<file path="src/design/assert_macros.svh">
// Assertion macros for the formatter block.
`ifndef ASSERT_MACROS_SVH
`define ASSERT_MACROS_SVH
`ifndef SYNTHESIS
`define PCF_ASSERT_SAME(lbl, clk, rst_n, ante, cons) \
    lbl: assert property (@(posedge clk) disable iff (!rst_n) (ante) |-> (cons)) \
        else $error("same-cycle check failed");
`define PCF_ASSERT_NEXT(lbl, clk, rst_n, ante, cons) \
    lbl: assert property (@(posedge clk) disable iff (!rst_n) (ante) |=> (cons)) \
        else $error("next-cycle check failed");
`else
`define PCF_ASSERT_SAME(lbl, clk, rst_n, ante, cons)
`define PCF_ASSERT_NEXT(lbl, clk, rst_n, ante, cons)
`endif
`endif

</file>
<file path="src/design/pcf_pkg.sv">
`default_nettype none
package pcf_pkg;

    localparam int unsigned CNT_W = 31;
    localparam logic [CNT_W-1:0] CNT_MAX = 31'h7FFF_FFFF;
    localparam logic [31:0] RECIP10 = 32'hCCCC_CCCD;

    localparam logic [7:0] CH_PCT   = 8'h25;
    localparam logic [7:0] CH_MINUS = 8'h2D;
    localparam logic [7:0] CH_ZERO  = 8'h30;
    localparam logic [7:0] CH_X_LO  = 8'h78;
    localparam logic [7:0] CH_A_UP  = 8'h41;
    localparam logic [7:0] CH_A_LO  = 8'h61;
    localparam logic [7:0] CH_C     = 8'h63;
    localparam logic [7:0] CH_D     = 8'h64;
    localparam logic [7:0] CH_I     = 8'h69;
    localparam logic [7:0] CH_U     = 8'h75;
    localparam logic [7:0] CH_X_UP  = 8'h58;
    localparam logic [7:0] CH_P     = 8'h70;
    localparam logic [7:0] CH_NUL   = 8'h00;

    typedef struct packed {
        logic [7:0]  fmt_byte;
        logic [63:0] arg_value;
    } t_in;

    typedef struct packed {
        logic [7:0]       out_byte;
        logic             last;
        logic [CNT_W-1:0] total_count;
    } t_out;

    typedef logic [3:0] t_pc;

    localparam t_pc PC_FETCH = 4'd0;
    localparam t_pc PC_DISP  = 4'd1;
    localparam t_pc PC_LIT   = 4'd2;
    localparam t_pc PC_CHR   = 4'd3;
    localparam t_pc PC_NEG   = 4'd4;
    localparam t_pc PC_MUL   = 4'd5;
    localparam t_pc PC_DREM  = 4'd6;
    localparam t_pc PC_POP   = 4'd7;
    localparam t_pc PC_P0    = 4'd8;
    localparam t_pc PC_PX    = 4'd9;
    localparam t_pc PC_HEX   = 4'd10;

    typedef enum logic [2:0] {
        DP_NONE, DP_CAPTURE, DP_LOAD, DP_NEG, DP_MUL, DP_DREM, DP_HEX, DP_POP
    } t_dp;

    typedef enum logic [1:0] {
        SRC_BYTE, SRC_ARG, SRC_CONST, SRC_DIGIT
    } t_src;

    typedef enum logic [1:0] {
        LAST_NO, LAST_YES, LAST_DIGIT
    } t_last;

    typedef enum logic [2:0] {
        J_SEQ, J_GOTO, J_DISP, J_BRANCH, J_REPEAT
    } t_jmp;

    typedef enum logic [1:0] {
        MODE_DEC, MODE_HEX_LO, MODE_HEX_UP
    } t_mode;

    typedef struct packed {
        t_dp        dp;
        logic       emit;
        t_src       src;
        logic [7:0] konst;
        t_last      lst;
        t_jmp       jmp;
        t_pc        target;
    } t_uword;

    typedef struct packed {
        logic       go;
        t_dp        dp;
        logic       emit;
        t_src       src;
        logic [7:0] konst;
        t_last      lst;
        t_mode      mode;
        logic       wide;
    } t_ctrl;

    typedef struct packed {
        logic       more;
        logic       can_emit;
        logic [7:0] fmt_byte;
        logic       neg;
    } t_stat;

    typedef struct packed {
        t_pc   target;
        logic  pending;
        t_mode mode;
        logic  wide;
    } t_disp;

    function automatic t_uword ucode(input t_pc pc);
        t_uword w;
        w = '{dp: DP_NONE, emit: 1'b0, src: SRC_CONST, konst: CH_NUL, lst: LAST_NO,
              jmp: J_GOTO, target: PC_FETCH};
        case (pc)
            PC_FETCH: begin
                w.dp  = DP_CAPTURE;
                w.jmp = J_SEQ;
            end
            PC_DISP: begin
                w.dp  = DP_LOAD;
                w.jmp = J_DISP;
            end
            PC_LIT: begin
                w.emit = 1'b1;
                w.src  = SRC_BYTE;
                w.lst  = LAST_YES;
            end
            PC_CHR: begin
                w.emit = 1'b1;
                w.src  = SRC_ARG;
                w.lst  = LAST_YES;
            end
            PC_NEG: begin
                w.dp    = DP_NEG;
                w.emit  = 1'b1;
                w.konst = CH_MINUS;
                w.jmp   = J_SEQ;
            end
            PC_MUL: begin
                w.dp  = DP_MUL;
                w.jmp = J_SEQ;
            end
            PC_DREM: begin
                w.dp     = DP_DREM;
                w.jmp    = J_BRANCH;
                w.target = PC_MUL;
            end
            PC_POP: begin
                w.dp     = DP_POP;
                w.emit   = 1'b1;
                w.src    = SRC_DIGIT;
                w.lst    = LAST_DIGIT;
                w.jmp    = J_REPEAT;
                w.target = PC_FETCH;
            end
            PC_P0: begin
                w.emit  = 1'b1;
                w.konst = CH_ZERO;
                w.jmp   = J_SEQ;
            end
            PC_PX: begin
                w.emit  = 1'b1;
                w.konst = CH_X_LO;
                w.jmp   = J_SEQ;
            end
            PC_HEX: begin
                w.dp     = DP_HEX;
                w.jmp    = J_REPEAT;
                w.target = PC_POP;
            end
            default: begin
                w.jmp = J_GOTO;
            end
        endcase
        return w;
    endfunction

    function automatic t_disp decode(input logic [7:0] b, input logic pending,
                                     input logic neg);
        t_disp d;
        d = '{target: PC_FETCH, pending: 1'b0, mode: MODE_DEC, wide: 1'b0};
        if (b == CH_NUL) begin
            d.pending = pending;
        end else if (!pending) begin
            if (b == CH_PCT) begin
                d.pending = 1'b1;
            end else begin
                d.target = PC_LIT;
            end
        end else begin
            case (b)
                CH_C:       d.target = PC_CHR;
                CH_D, CH_I: d.target = neg ? PC_NEG : PC_MUL;
                CH_U:       d.target = PC_MUL;
                CH_X_LO: begin
                    d.target = PC_HEX;
                    d.mode   = MODE_HEX_LO;
                end
                CH_X_UP: begin
                    d.target = PC_HEX;
                    d.mode   = MODE_HEX_UP;
                end
                CH_P: begin
                    d.target = PC_P0;
                    d.mode   = MODE_HEX_LO;
                    d.wide   = 1'b1;
                end
                CH_PCT:     d.target = PC_LIT;
                default:    d.target = PC_FETCH;
            endcase
        end
        return d;
    endfunction

    function automatic logic [7:0] digit_char(input logic [3:0] dg, input t_mode m);
        logic [7:0] c;
        if (m == MODE_DEC || dg < 4'd10) begin
            c = CH_ZERO + {4'd0, dg};
        end else if (m == MODE_HEX_UP) begin
            c = CH_A_UP + {4'd0, dg} - 8'd10;
        end else begin
            c = CH_A_LO + {4'd0, dg} - 8'd10;
        end
        return c;
    endfunction

endpackage
`default_nettype wire

</file>
<file path="src/design/pcf_useq.sv">
`default_nettype none
module pcf_useq (
    input  wire logic          i_clk,
    input  wire logic          i_rst_n,
    input  wire logic          i_valid,
    input  pcf_pkg::t_stat     i_stat,
    output pcf_pkg::t_ctrl     o_ctrl,
    output logic               o_stall
);
    import pcf_pkg::*;

    t_pc    r_pc;
    t_pc    n_pc;
    logic   r_pending;
    t_uword uw;
    t_disp  dsp;
    logic   go;

    assign uw  = ucode(r_pc);
    assign dsp = decode(i_stat.fmt_byte, r_pending, i_stat.neg);

    always_comb begin
        if (uw.dp == DP_CAPTURE) begin
            go = i_valid;
        end else if (uw.emit) begin
            go = i_stat.can_emit;
        end else begin
            go = 1'b1;
        end
    end

    always_comb begin
        case (uw.jmp)
            J_SEQ:    n_pc = r_pc + 4'd1;
            J_GOTO:   n_pc = uw.target;
            J_DISP:   n_pc = dsp.target;
            J_BRANCH: n_pc = i_stat.more ? uw.target : r_pc + 4'd1;
            J_REPEAT: n_pc = i_stat.more ? r_pc : uw.target;
            default:  n_pc = PC_FETCH;
        endcase
    end

    always_ff @(posedge i_clk) begin
        if (!i_rst_n) begin
            r_pc      <= PC_FETCH;
            r_pending <= 1'b0;
        end else if (go) begin
            r_pc <= n_pc;
            if (uw.jmp == J_DISP) begin
                r_pending <= dsp.pending;
            end
        end
    end

    assign o_stall = (uw.dp != DP_CAPTURE);

    assign o_ctrl = '{go: go, dp: uw.dp, emit: uw.emit, src: uw.src, konst: uw.konst,
                      lst: uw.lst, mode: dsp.mode, wide: dsp.wide};

endmodule
`default_nettype wire

</file>
<file path="src/design/pcf_dpath.sv">
`default_nettype none
module pcf_dpath (
    input  wire logic      i_clk,
    input  wire logic      i_rst_n,
    input  pcf_pkg::t_ctrl i_ctrl,
    input  pcf_pkg::t_in   i_data,
    input  wire logic      i_stall,
    output logic           o_valid,
    output pcf_pkg::t_out  o_data,
    output pcf_pkg::t_stat o_stat
);
    import pcf_pkg::*;

    logic [7:0]       r_byte;
    logic [63:0]      r_arg;
    logic [63:0]      r_val;
    logic [28:0]      r_q;
    logic [4:0]       r_len;
    logic [3:0]       r_scr [16];
    t_mode            r_mode;
    logic [CNT_W-1:0] r_total;
    logic [CNT_W-1:0] n_total;
    logic             r_out_valid;
    t_out             r_out;

    logic [63:0] mul_p;
    logic [31:0] q10;
    logic [31:0] rem;
    logic [3:0]  pop_idx;
    logic [3:0]  pop_dig;
    logic [7:0]  ch;
    logic        lst;
    logic        can_emit;
    logic        emit_go;
    logic        more;

    assign mul_p    = {32'd0, r_val[31:0]} * {32'd0, RECIP10};
    assign q10      = {r_q, 3'b000} + {2'b00, r_q, 1'b0};
    assign rem      = r_val[31:0] - q10;
    assign pop_idx  = r_len[3:0] - 4'd1;
    assign pop_dig  = r_scr[pop_idx];
    assign can_emit = !r_out_valid || !i_stall;
    assign emit_go  = i_ctrl.go && i_ctrl.emit;
    assign n_total  = (r_total == CNT_MAX) ? CNT_MAX : r_total + 31'd1;

    always_comb begin
        case (i_ctrl.dp)
            DP_DREM: more = (r_q != 29'd0);
            DP_HEX:  more = (r_val[63:4] != 60'd0) && (r_len < 5'd15);
            DP_POP:  more = (r_len != 5'd1);
            default: more = 1'b0;
        endcase
    end

    always_comb begin
        case (i_ctrl.src)
            SRC_BYTE:  ch = r_byte;
            SRC_ARG:   ch = r_arg[7:0];
            SRC_CONST: ch = i_ctrl.konst;
            SRC_DIGIT: ch = digit_char(pop_dig, r_mode);
            default:   ch = i_ctrl.konst;
        endcase
    end

    always_comb begin
        case (i_ctrl.lst)
            LAST_YES:   lst = 1'b1;
            LAST_DIGIT: lst = (r_len == 5'd1);
            default:    lst = 1'b0;
        endcase
    end

    always_ff @(posedge i_clk) begin
        if (i_ctrl.go) begin
            case (i_ctrl.dp)
                DP_CAPTURE: begin
                    r_byte <= i_data.fmt_byte;
                    r_arg  <= i_data.arg_value;
                end
                DP_LOAD: begin
                    r_val  <= i_ctrl.wide ? r_arg : {32'd0, r_arg[31:0]};
                    r_mode <= i_ctrl.mode;
                end
                DP_NEG: begin
                    r_val <= {32'd0, 32'd0 - r_val[31:0]};
                end
                DP_MUL: begin
                    r_q <= mul_p[63:35];
                end
                DP_DREM: begin
                    r_scr[r_len[3:0]] <= rem[3:0];
                    r_val             <= {35'd0, r_q};
                end
                DP_HEX: begin
                    r_scr[r_len[3:0]] <= r_val[3:0];
                    r_val             <= {4'd0, r_val[63:4]};
                end
                default: begin
                end
            endcase
        end
    end

    always_ff @(posedge i_clk) begin
        if (!i_rst_n) begin
            r_len <= 5'd0;
        end else if (i_ctrl.go) begin
            case (i_ctrl.dp)
                DP_LOAD:         r_len <= 5'd0;
                DP_DREM, DP_HEX: r_len <= r_len + 5'd1;
                DP_POP:          r_len <= r_len - 5'd1;
                default:         r_len <= r_len;
            endcase
        end
    end

    always_ff @(posedge i_clk) begin
        if (!i_rst_n) begin
            r_total     <= '0;
            r_out_valid <= 1'b0;
        end else if (emit_go) begin
            r_total     <= n_total;
            r_out_valid <= 1'b1;
        end else if (!i_stall) begin
            r_out_valid <= 1'b0;
        end
    end

    always_ff @(posedge i_clk) begin
        if (emit_go) begin
            r_out <= '{out_byte: ch, last: lst, total_count: n_total};
        end
    end

    assign o_valid = r_out_valid;
    assign o_data  = r_out;
    assign o_stat  = '{more: more, can_emit: can_emit, fmt_byte: r_byte, neg: r_arg[31]};

endmodule
`default_nettype wire

</file>
<file path="src/design/printf_conversion_formatter.sv">
// Byte-serial printf formatter for integer conversions.
// Input channel: one format byte per beat with the argument alongside
// (i_valid, o_stall, i_data). Output channel: one character per beat with
// a last flag and the saturating running character count (o_valid,
// i_stall, o_data).
// An item is taken only while the microcode sits on its fetch step; the
// item then runs to completion before the next is taken.
// An item runs through fetch and dispatch, then a step for each fixed
// character (literal, c, %, minus sign, 0x), then a reciprocal multiply
// and a remainder step per decimal digit or a hex step per hex digit,
// then an emit step per digit.
// The first character appears in the output register in the cycle after
// its emit step. A stalled receiver holds the emit step in place, so the
// sequencer waits; a new character is loaded the same cycle the old
// one leaves.
// Reset clears the pending percent flag, the character count and the
// output valid, and returns the sequencer to its fetch step.
`default_nettype none
`include "assert_macros.svh"
module printf_conversion_formatter (
    input  wire logic     i_clk,
    input  wire logic     i_rst_n,
    input  wire logic     i_valid,
    output logic          o_stall,
    input  pcf_pkg::t_in  i_data,
    output logic          o_valid,
    input  wire logic     i_stall,
    output pcf_pkg::t_out o_data
);
    import pcf_pkg::*;

    t_ctrl ctrl;
    t_stat stat;

    pcf_useq u_useq (
        .i_clk   (i_clk),
        .i_rst_n (i_rst_n),
        .i_valid (i_valid),
        .i_stat  (stat),
        .o_ctrl  (ctrl),
        .o_stall (o_stall)
    );

    pcf_dpath u_dpath (
        .i_clk   (i_clk),
        .i_rst_n (i_rst_n),
        .i_ctrl  (ctrl),
        .i_data  (i_data),
        .i_stall (i_stall),
        .o_valid (o_valid),
        .o_data  (o_data),
        .o_stat  (stat)
    );

    `PCF_ASSERT_NEXT(a_capture_then_dispatch, i_clk, i_rst_n, i_valid && !o_stall, ctrl.dp == DP_LOAD)
    `PCF_ASSERT_NEXT(a_emit_fills_output, i_clk, i_rst_n, ctrl.go && ctrl.emit, o_valid)
    `PCF_ASSERT_SAME(a_count_nonzero, i_clk, i_rst_n, o_valid, o_data.total_count != '0)

endmodule
`default_nettype wire

</file>
<file path="config.mk">
export PLATFORM = sky130hd
export DESIGN_NAME = printf_conversion_formatter
export DESIGN_NICKNAME = d
export VERILOG_FILES = /design/src/design/pcf_pkg.sv /design/src/design/pcf_useq.sv /design/src/design/pcf_dpath.sv /design/src/design/printf_conversion_formatter.sv
export VERILOG_INCLUDE_DIRS = /design/src /design/src/design
export SDC_FILE = /design/constraint.sdc
export NUM_CORES = 2
export LEC_CHECK = 0
export BUFFER_PORTS_ARGS = -buffer_cell sky130_fd_sc_hd__buf_4
export CAP_MARGIN = 25
export CELL_PAD_IN_SITES_DETAIL_PLACEMENT = 1
export CELL_PAD_IN_SITES_GLOBAL_PLACEMENT = 1
export CORE_ASPECT_RATIO = 0.6
export CORE_UTILIZATION = 45
export CTS_CLUSTER_SIZE = 20
export DETAILED_ROUTE_END_ITERATION = 8
export PLACE_DENSITY_LB_ADDON = 0.12
export SYNTH_ARGS = -nofsm -noshare
export SYNTH_HDL_FRONTEND = slang
export SYNTH_HIERARCHICAL = 1
export SYNTH_SLANG_ARGS = --single-unit
</file>
<file path="constraint.sdc">
create_clock -name i_clk -period 8.45 [get_ports i_clk]
set_clock_uncertainty 0.1 [all_clocks]
set_input_delay 1.69 -clock i_clk [delete_from_list [all_inputs] [get_ports i_clk]]
set_output_delay 1.69 -clock i_clk [all_outputs]
set_load 0.01 [all_outputs]
</file>
==> summary.md <==
| Metric | Value |
|---|---|
| Tightest Hold Check Type | `reg2reg` |
| Gp weighted congestion | `slightly above 1` |
| Die span in x | `approximately 350 um` |
| Min Tclk post-route | `~8100 ps` |
| Cell Rows | `75` |
| Endpoints failing setup | `0` |
| # Max-Cap Violations | `0` |
| Final hold vios | `0` |
| Worst-skew pair later-pin latency | `580 ps` |
| Slew Limit Fails | `0` |
| Final core utilization | `0.5081` |
| Synth Area in XOR/XNOR | `0.03911` |
| Worst-Margin Slew | `between 1000 and 1500 ps` |
| Top Ports | `roughly 120` |
| Avg Inst Size Synth | `around 11 sq um` |
| Slowest-stage cell, CP | `fa_1` |
| EDFF count, synth | `about 270` |
| Sequential-to-total area share from yosys stat | `0.2784` |
| Ys async rst share | `0` |
| Max incr delay on CP | `740 ps` |
| CP Capture Type | `flop` |
| DR pass1 iterations | `5` |
| Post-synth top cells | `inv_1, ha_1, fa_1, edfxtp_1, nand2_1` |
| CP dominant cell by count | `fa_1` |
| Area of the core | `~70,000 sq um` |
| Critical path cell sequence | `inv_1 -> ha_1 -> buf_4 -> xor2_1 -> buf_4 -> fa_1 -> fa_1 -> fa_1 -> fa_1 -> fa_1 -> inv_1 -> fa_1 -> inv_1 -> ha_1 -> and3_1 -> and2_1 -> o31ai_1 -> a22oi_1 -> o21ai_2 -> buf_4 -> o21ai_0 -> a21oi_2 -> o31ai_1 -> xnor2_1` |
| Critical Path RT | `8650 ps` |
| Count of state elements after synthesis | `313` |
| Area Growth Syn to Fin | `10.88%` |
| Crit-path leading delay family | `adder cells` |
| Nets | `4,043` |
| Share of cells above drive strength 1 | `0.1053` |
| Synth Area in Simple Gates | `0.07655` |
| Crit path buffers/inverters | `6` |
| Post-Syn Area | `32,250 sq um` |
| RSZ-0062 raised after global routing | `no` |
| Top FF cell, synth | `edfxtp_1` |
| Antenna violations before repair | `4` |
| First-pass GRT wire length | `about 170,000 um` |
| Hold Buf Count CTS | `0` |
| Largest cells by area after synthesis | `edfxtp_1, fa_1, ha_1` |
| Worst path arrival time | `between 8000 and 9000 ps` |
| Syn. warnings | `6` |
| Average wire per standard cell | `27.28 um` |
| Clk slew on worst S/H paths | `~70 ps` |
| Post-Route WL | `~110,000 um` |
| Die footprint | `between 70,000 and 80,000 sq um` |
| Mux share of post-synthesis cell area | `0.02107` |
| Fmax | `between 100 and 150 MHz` |
| Initial DRC count | `1,977` |
| Status | `finished, final reports clean` |
| Height of the die | `around 210 um` |
| Worst Path Max Fanout | `6` |
| Setup crit start kind | `flop` |
| CTS HTree Levels | `1` |
| Total Routing Usage GR | `0.3148` |
| CTS sink cnt | `roughly 310` |
| Post-synthesis adder-cell area fraction | `0.3913` |
| Top-count cell post-synth | `inv_1` |
| Routed vias/inst | `roughly 5.7` |
| PortBufs | `roughly 120` |
| Mapped Cells | `3,017` |
| Drc violations | `0` |
| # diodes | `0` |
| Worst Setup Slack, final | `between 300 and 400 ps` |
| Post-synth cell types | `94` |
| Largest net degree at the start of global routing | `a little under 80` |
| Global route total overflow | `0` |
| Clock buffers created by TritonCTS | `27` |
| Clock Tree Buf Depth | `3` |
| Root Buffer | `clkbuf_16` |
| CTS tree | `yes` |
| Final hold slack | `~420 ps` |
| Final worst-path cycle share | `0.9627` |
| Setup Crit Path Kind | `reg2reg` |
| Largest family of logic cells by synthesized area | `adder cells` |
| Post-DP HPWL | `95,810 um` |
| Fin Setup TNS | `0 ps` |
| Area share of the largest cell type after synthesis | `0.2524` |
| Vias | `23,612` |
| Compound-cell area share of the yosys netlist | `0.1026` |
| Starting density of the core | `0.4582` |
| Vias in the first global route | `approximately 25,000` |
| Largest area contributor in the netlist | `edfxtp_1` |
| Post-DRT Antenna Nets | `0` |
| Pre-CTS setup slack | `approximately 130 ps` |
| Relative slew slack | `0.2044` |
==> layout by cell type (no fill, tap or decap), types with 47 or more instances in the layout <==
| cell | synthesis | layout |
|---|---|---|
| a21oi_1 | 111 | 108 |
| inv_1 | 656 | 655 |
| ha_1 | 391 | 388 |
| nand2_1 | 166 | 165 |
| buf_4 | 8 | 234 |
| o21ai_0 | 98 | 98 |
| xnor2_1 | 79 | 78 |
| o22ai_1 | 47 | 47 |
| fa_1 | 386 | 386 |
| xor2_1 | 60 | 59 |
| nor2_1 | 110 | 109 |
| edfxtp_1 | 271 | 271 |
==> logic make-up after synthesis <==
| logic type | count (synthesis) |
|---|---|
| AO/OA/AOI/OAI | 492 |
| XOR/XNOR | 141 |
| adder cells (fa/ha/maj) | 777 |
| buffers and inverters | 752 |
| flip-flops | 313 |
| multiplexers | 38 |
| other | 1 |
| AND/OR/NAND/NOR | 503 |
==> worst register-to-register path, cell delays in order, from the launching register on <==
cell and delay, ps:
edfxtp_1 590, inv_1 160, ha_1 610, buf_4 230
xor2_1 230, buf_4 160, fa_1 430, fa_1 740
fa_1 480, fa_1 520, fa_1 550, inv_1 60
fa_1 530, inv_1 40, ha_1 370, and3_1 290
and2_1 160, o31ai_1 80, a22oi_1 230, o21ai_2 130
buf_4 190, o21ai_0 410, a21oi_2 170, o31ai_1 320
xnor2_1 110
==> metal layers <==
layer	vias up	wire, um	GRT usage	share of wire
li1	10437	-	-	-
met1	12225	55140	0.4930	0.49
met2	853	43960	0.4177	0.39
met3	95	11820	0.1104	0.10
met4	2	1845	0.04724	0.016
met5	-	13	0	0.00012
==> worst paths after layout <==
path                      to  depth (start not counted)              from  slack [ps]
max          u_dpath/r_q[28]                         24  u_dpath/r_val[7]         320
min          u_dpath/o_valid                          2   u_dpath/o_valid         420
max reg2reg  u_dpath/r_q[28]                         24  u_dpath/r_val[7]         320
min reg2reg  u_dpath/o_valid                          2   u_dpath/o_valid         420
==> state kept, by name, summed over array words and instances (netlist names) <==
register          flops
u_dpath/r_val        64
u_dpath/r_scr        64
u_dpath/r_byte        8
u_dpath/o_valid       1
u_dpath/r_mode        2
u_dpath/r_q          29
u_dpath/r_arg        64
u_useq/r_pc           4
u_useq/r_pending      1
u_dpath/r_total      31
u_dpath/r_len         5
u_dpath/o_data       40
==> per-stage QoR <==
stage | cell area [sq um] | instances
2_1_floorplan | 32250 | 3018
3_3_place_gp | 34620 | 4064
3_5_place_dp | 34670 | 4067
4_1_cts | 35570 | 4117
5_1_grt | 35760 | 4135
6_report | 35760 | 4135
==> final cells by class <==
class | count | area (sq um)
Sequential cell | 313 | 8979
Clock inverter | 16 | 186.4
Inverter | 658 | 2470
Timing Repair Buffer | 237 | 1827
Multi-Input combinational cell | 1953 | 20430
Clock buffer | 34 | 711.9
Tap cell | 924 | 1156
Fill cell | 7648 | 34620
==> repair_timing <==
action / 4_1_cts / 5_1_grt
setup endpoints to repair: 0 / 9
buffers inserted: 0 / 17
gates resized for setup: 0 / 8
Power is not shown: default switching activity piles up to over one toggle a cycle in this logic, so the estimate is an artifact.
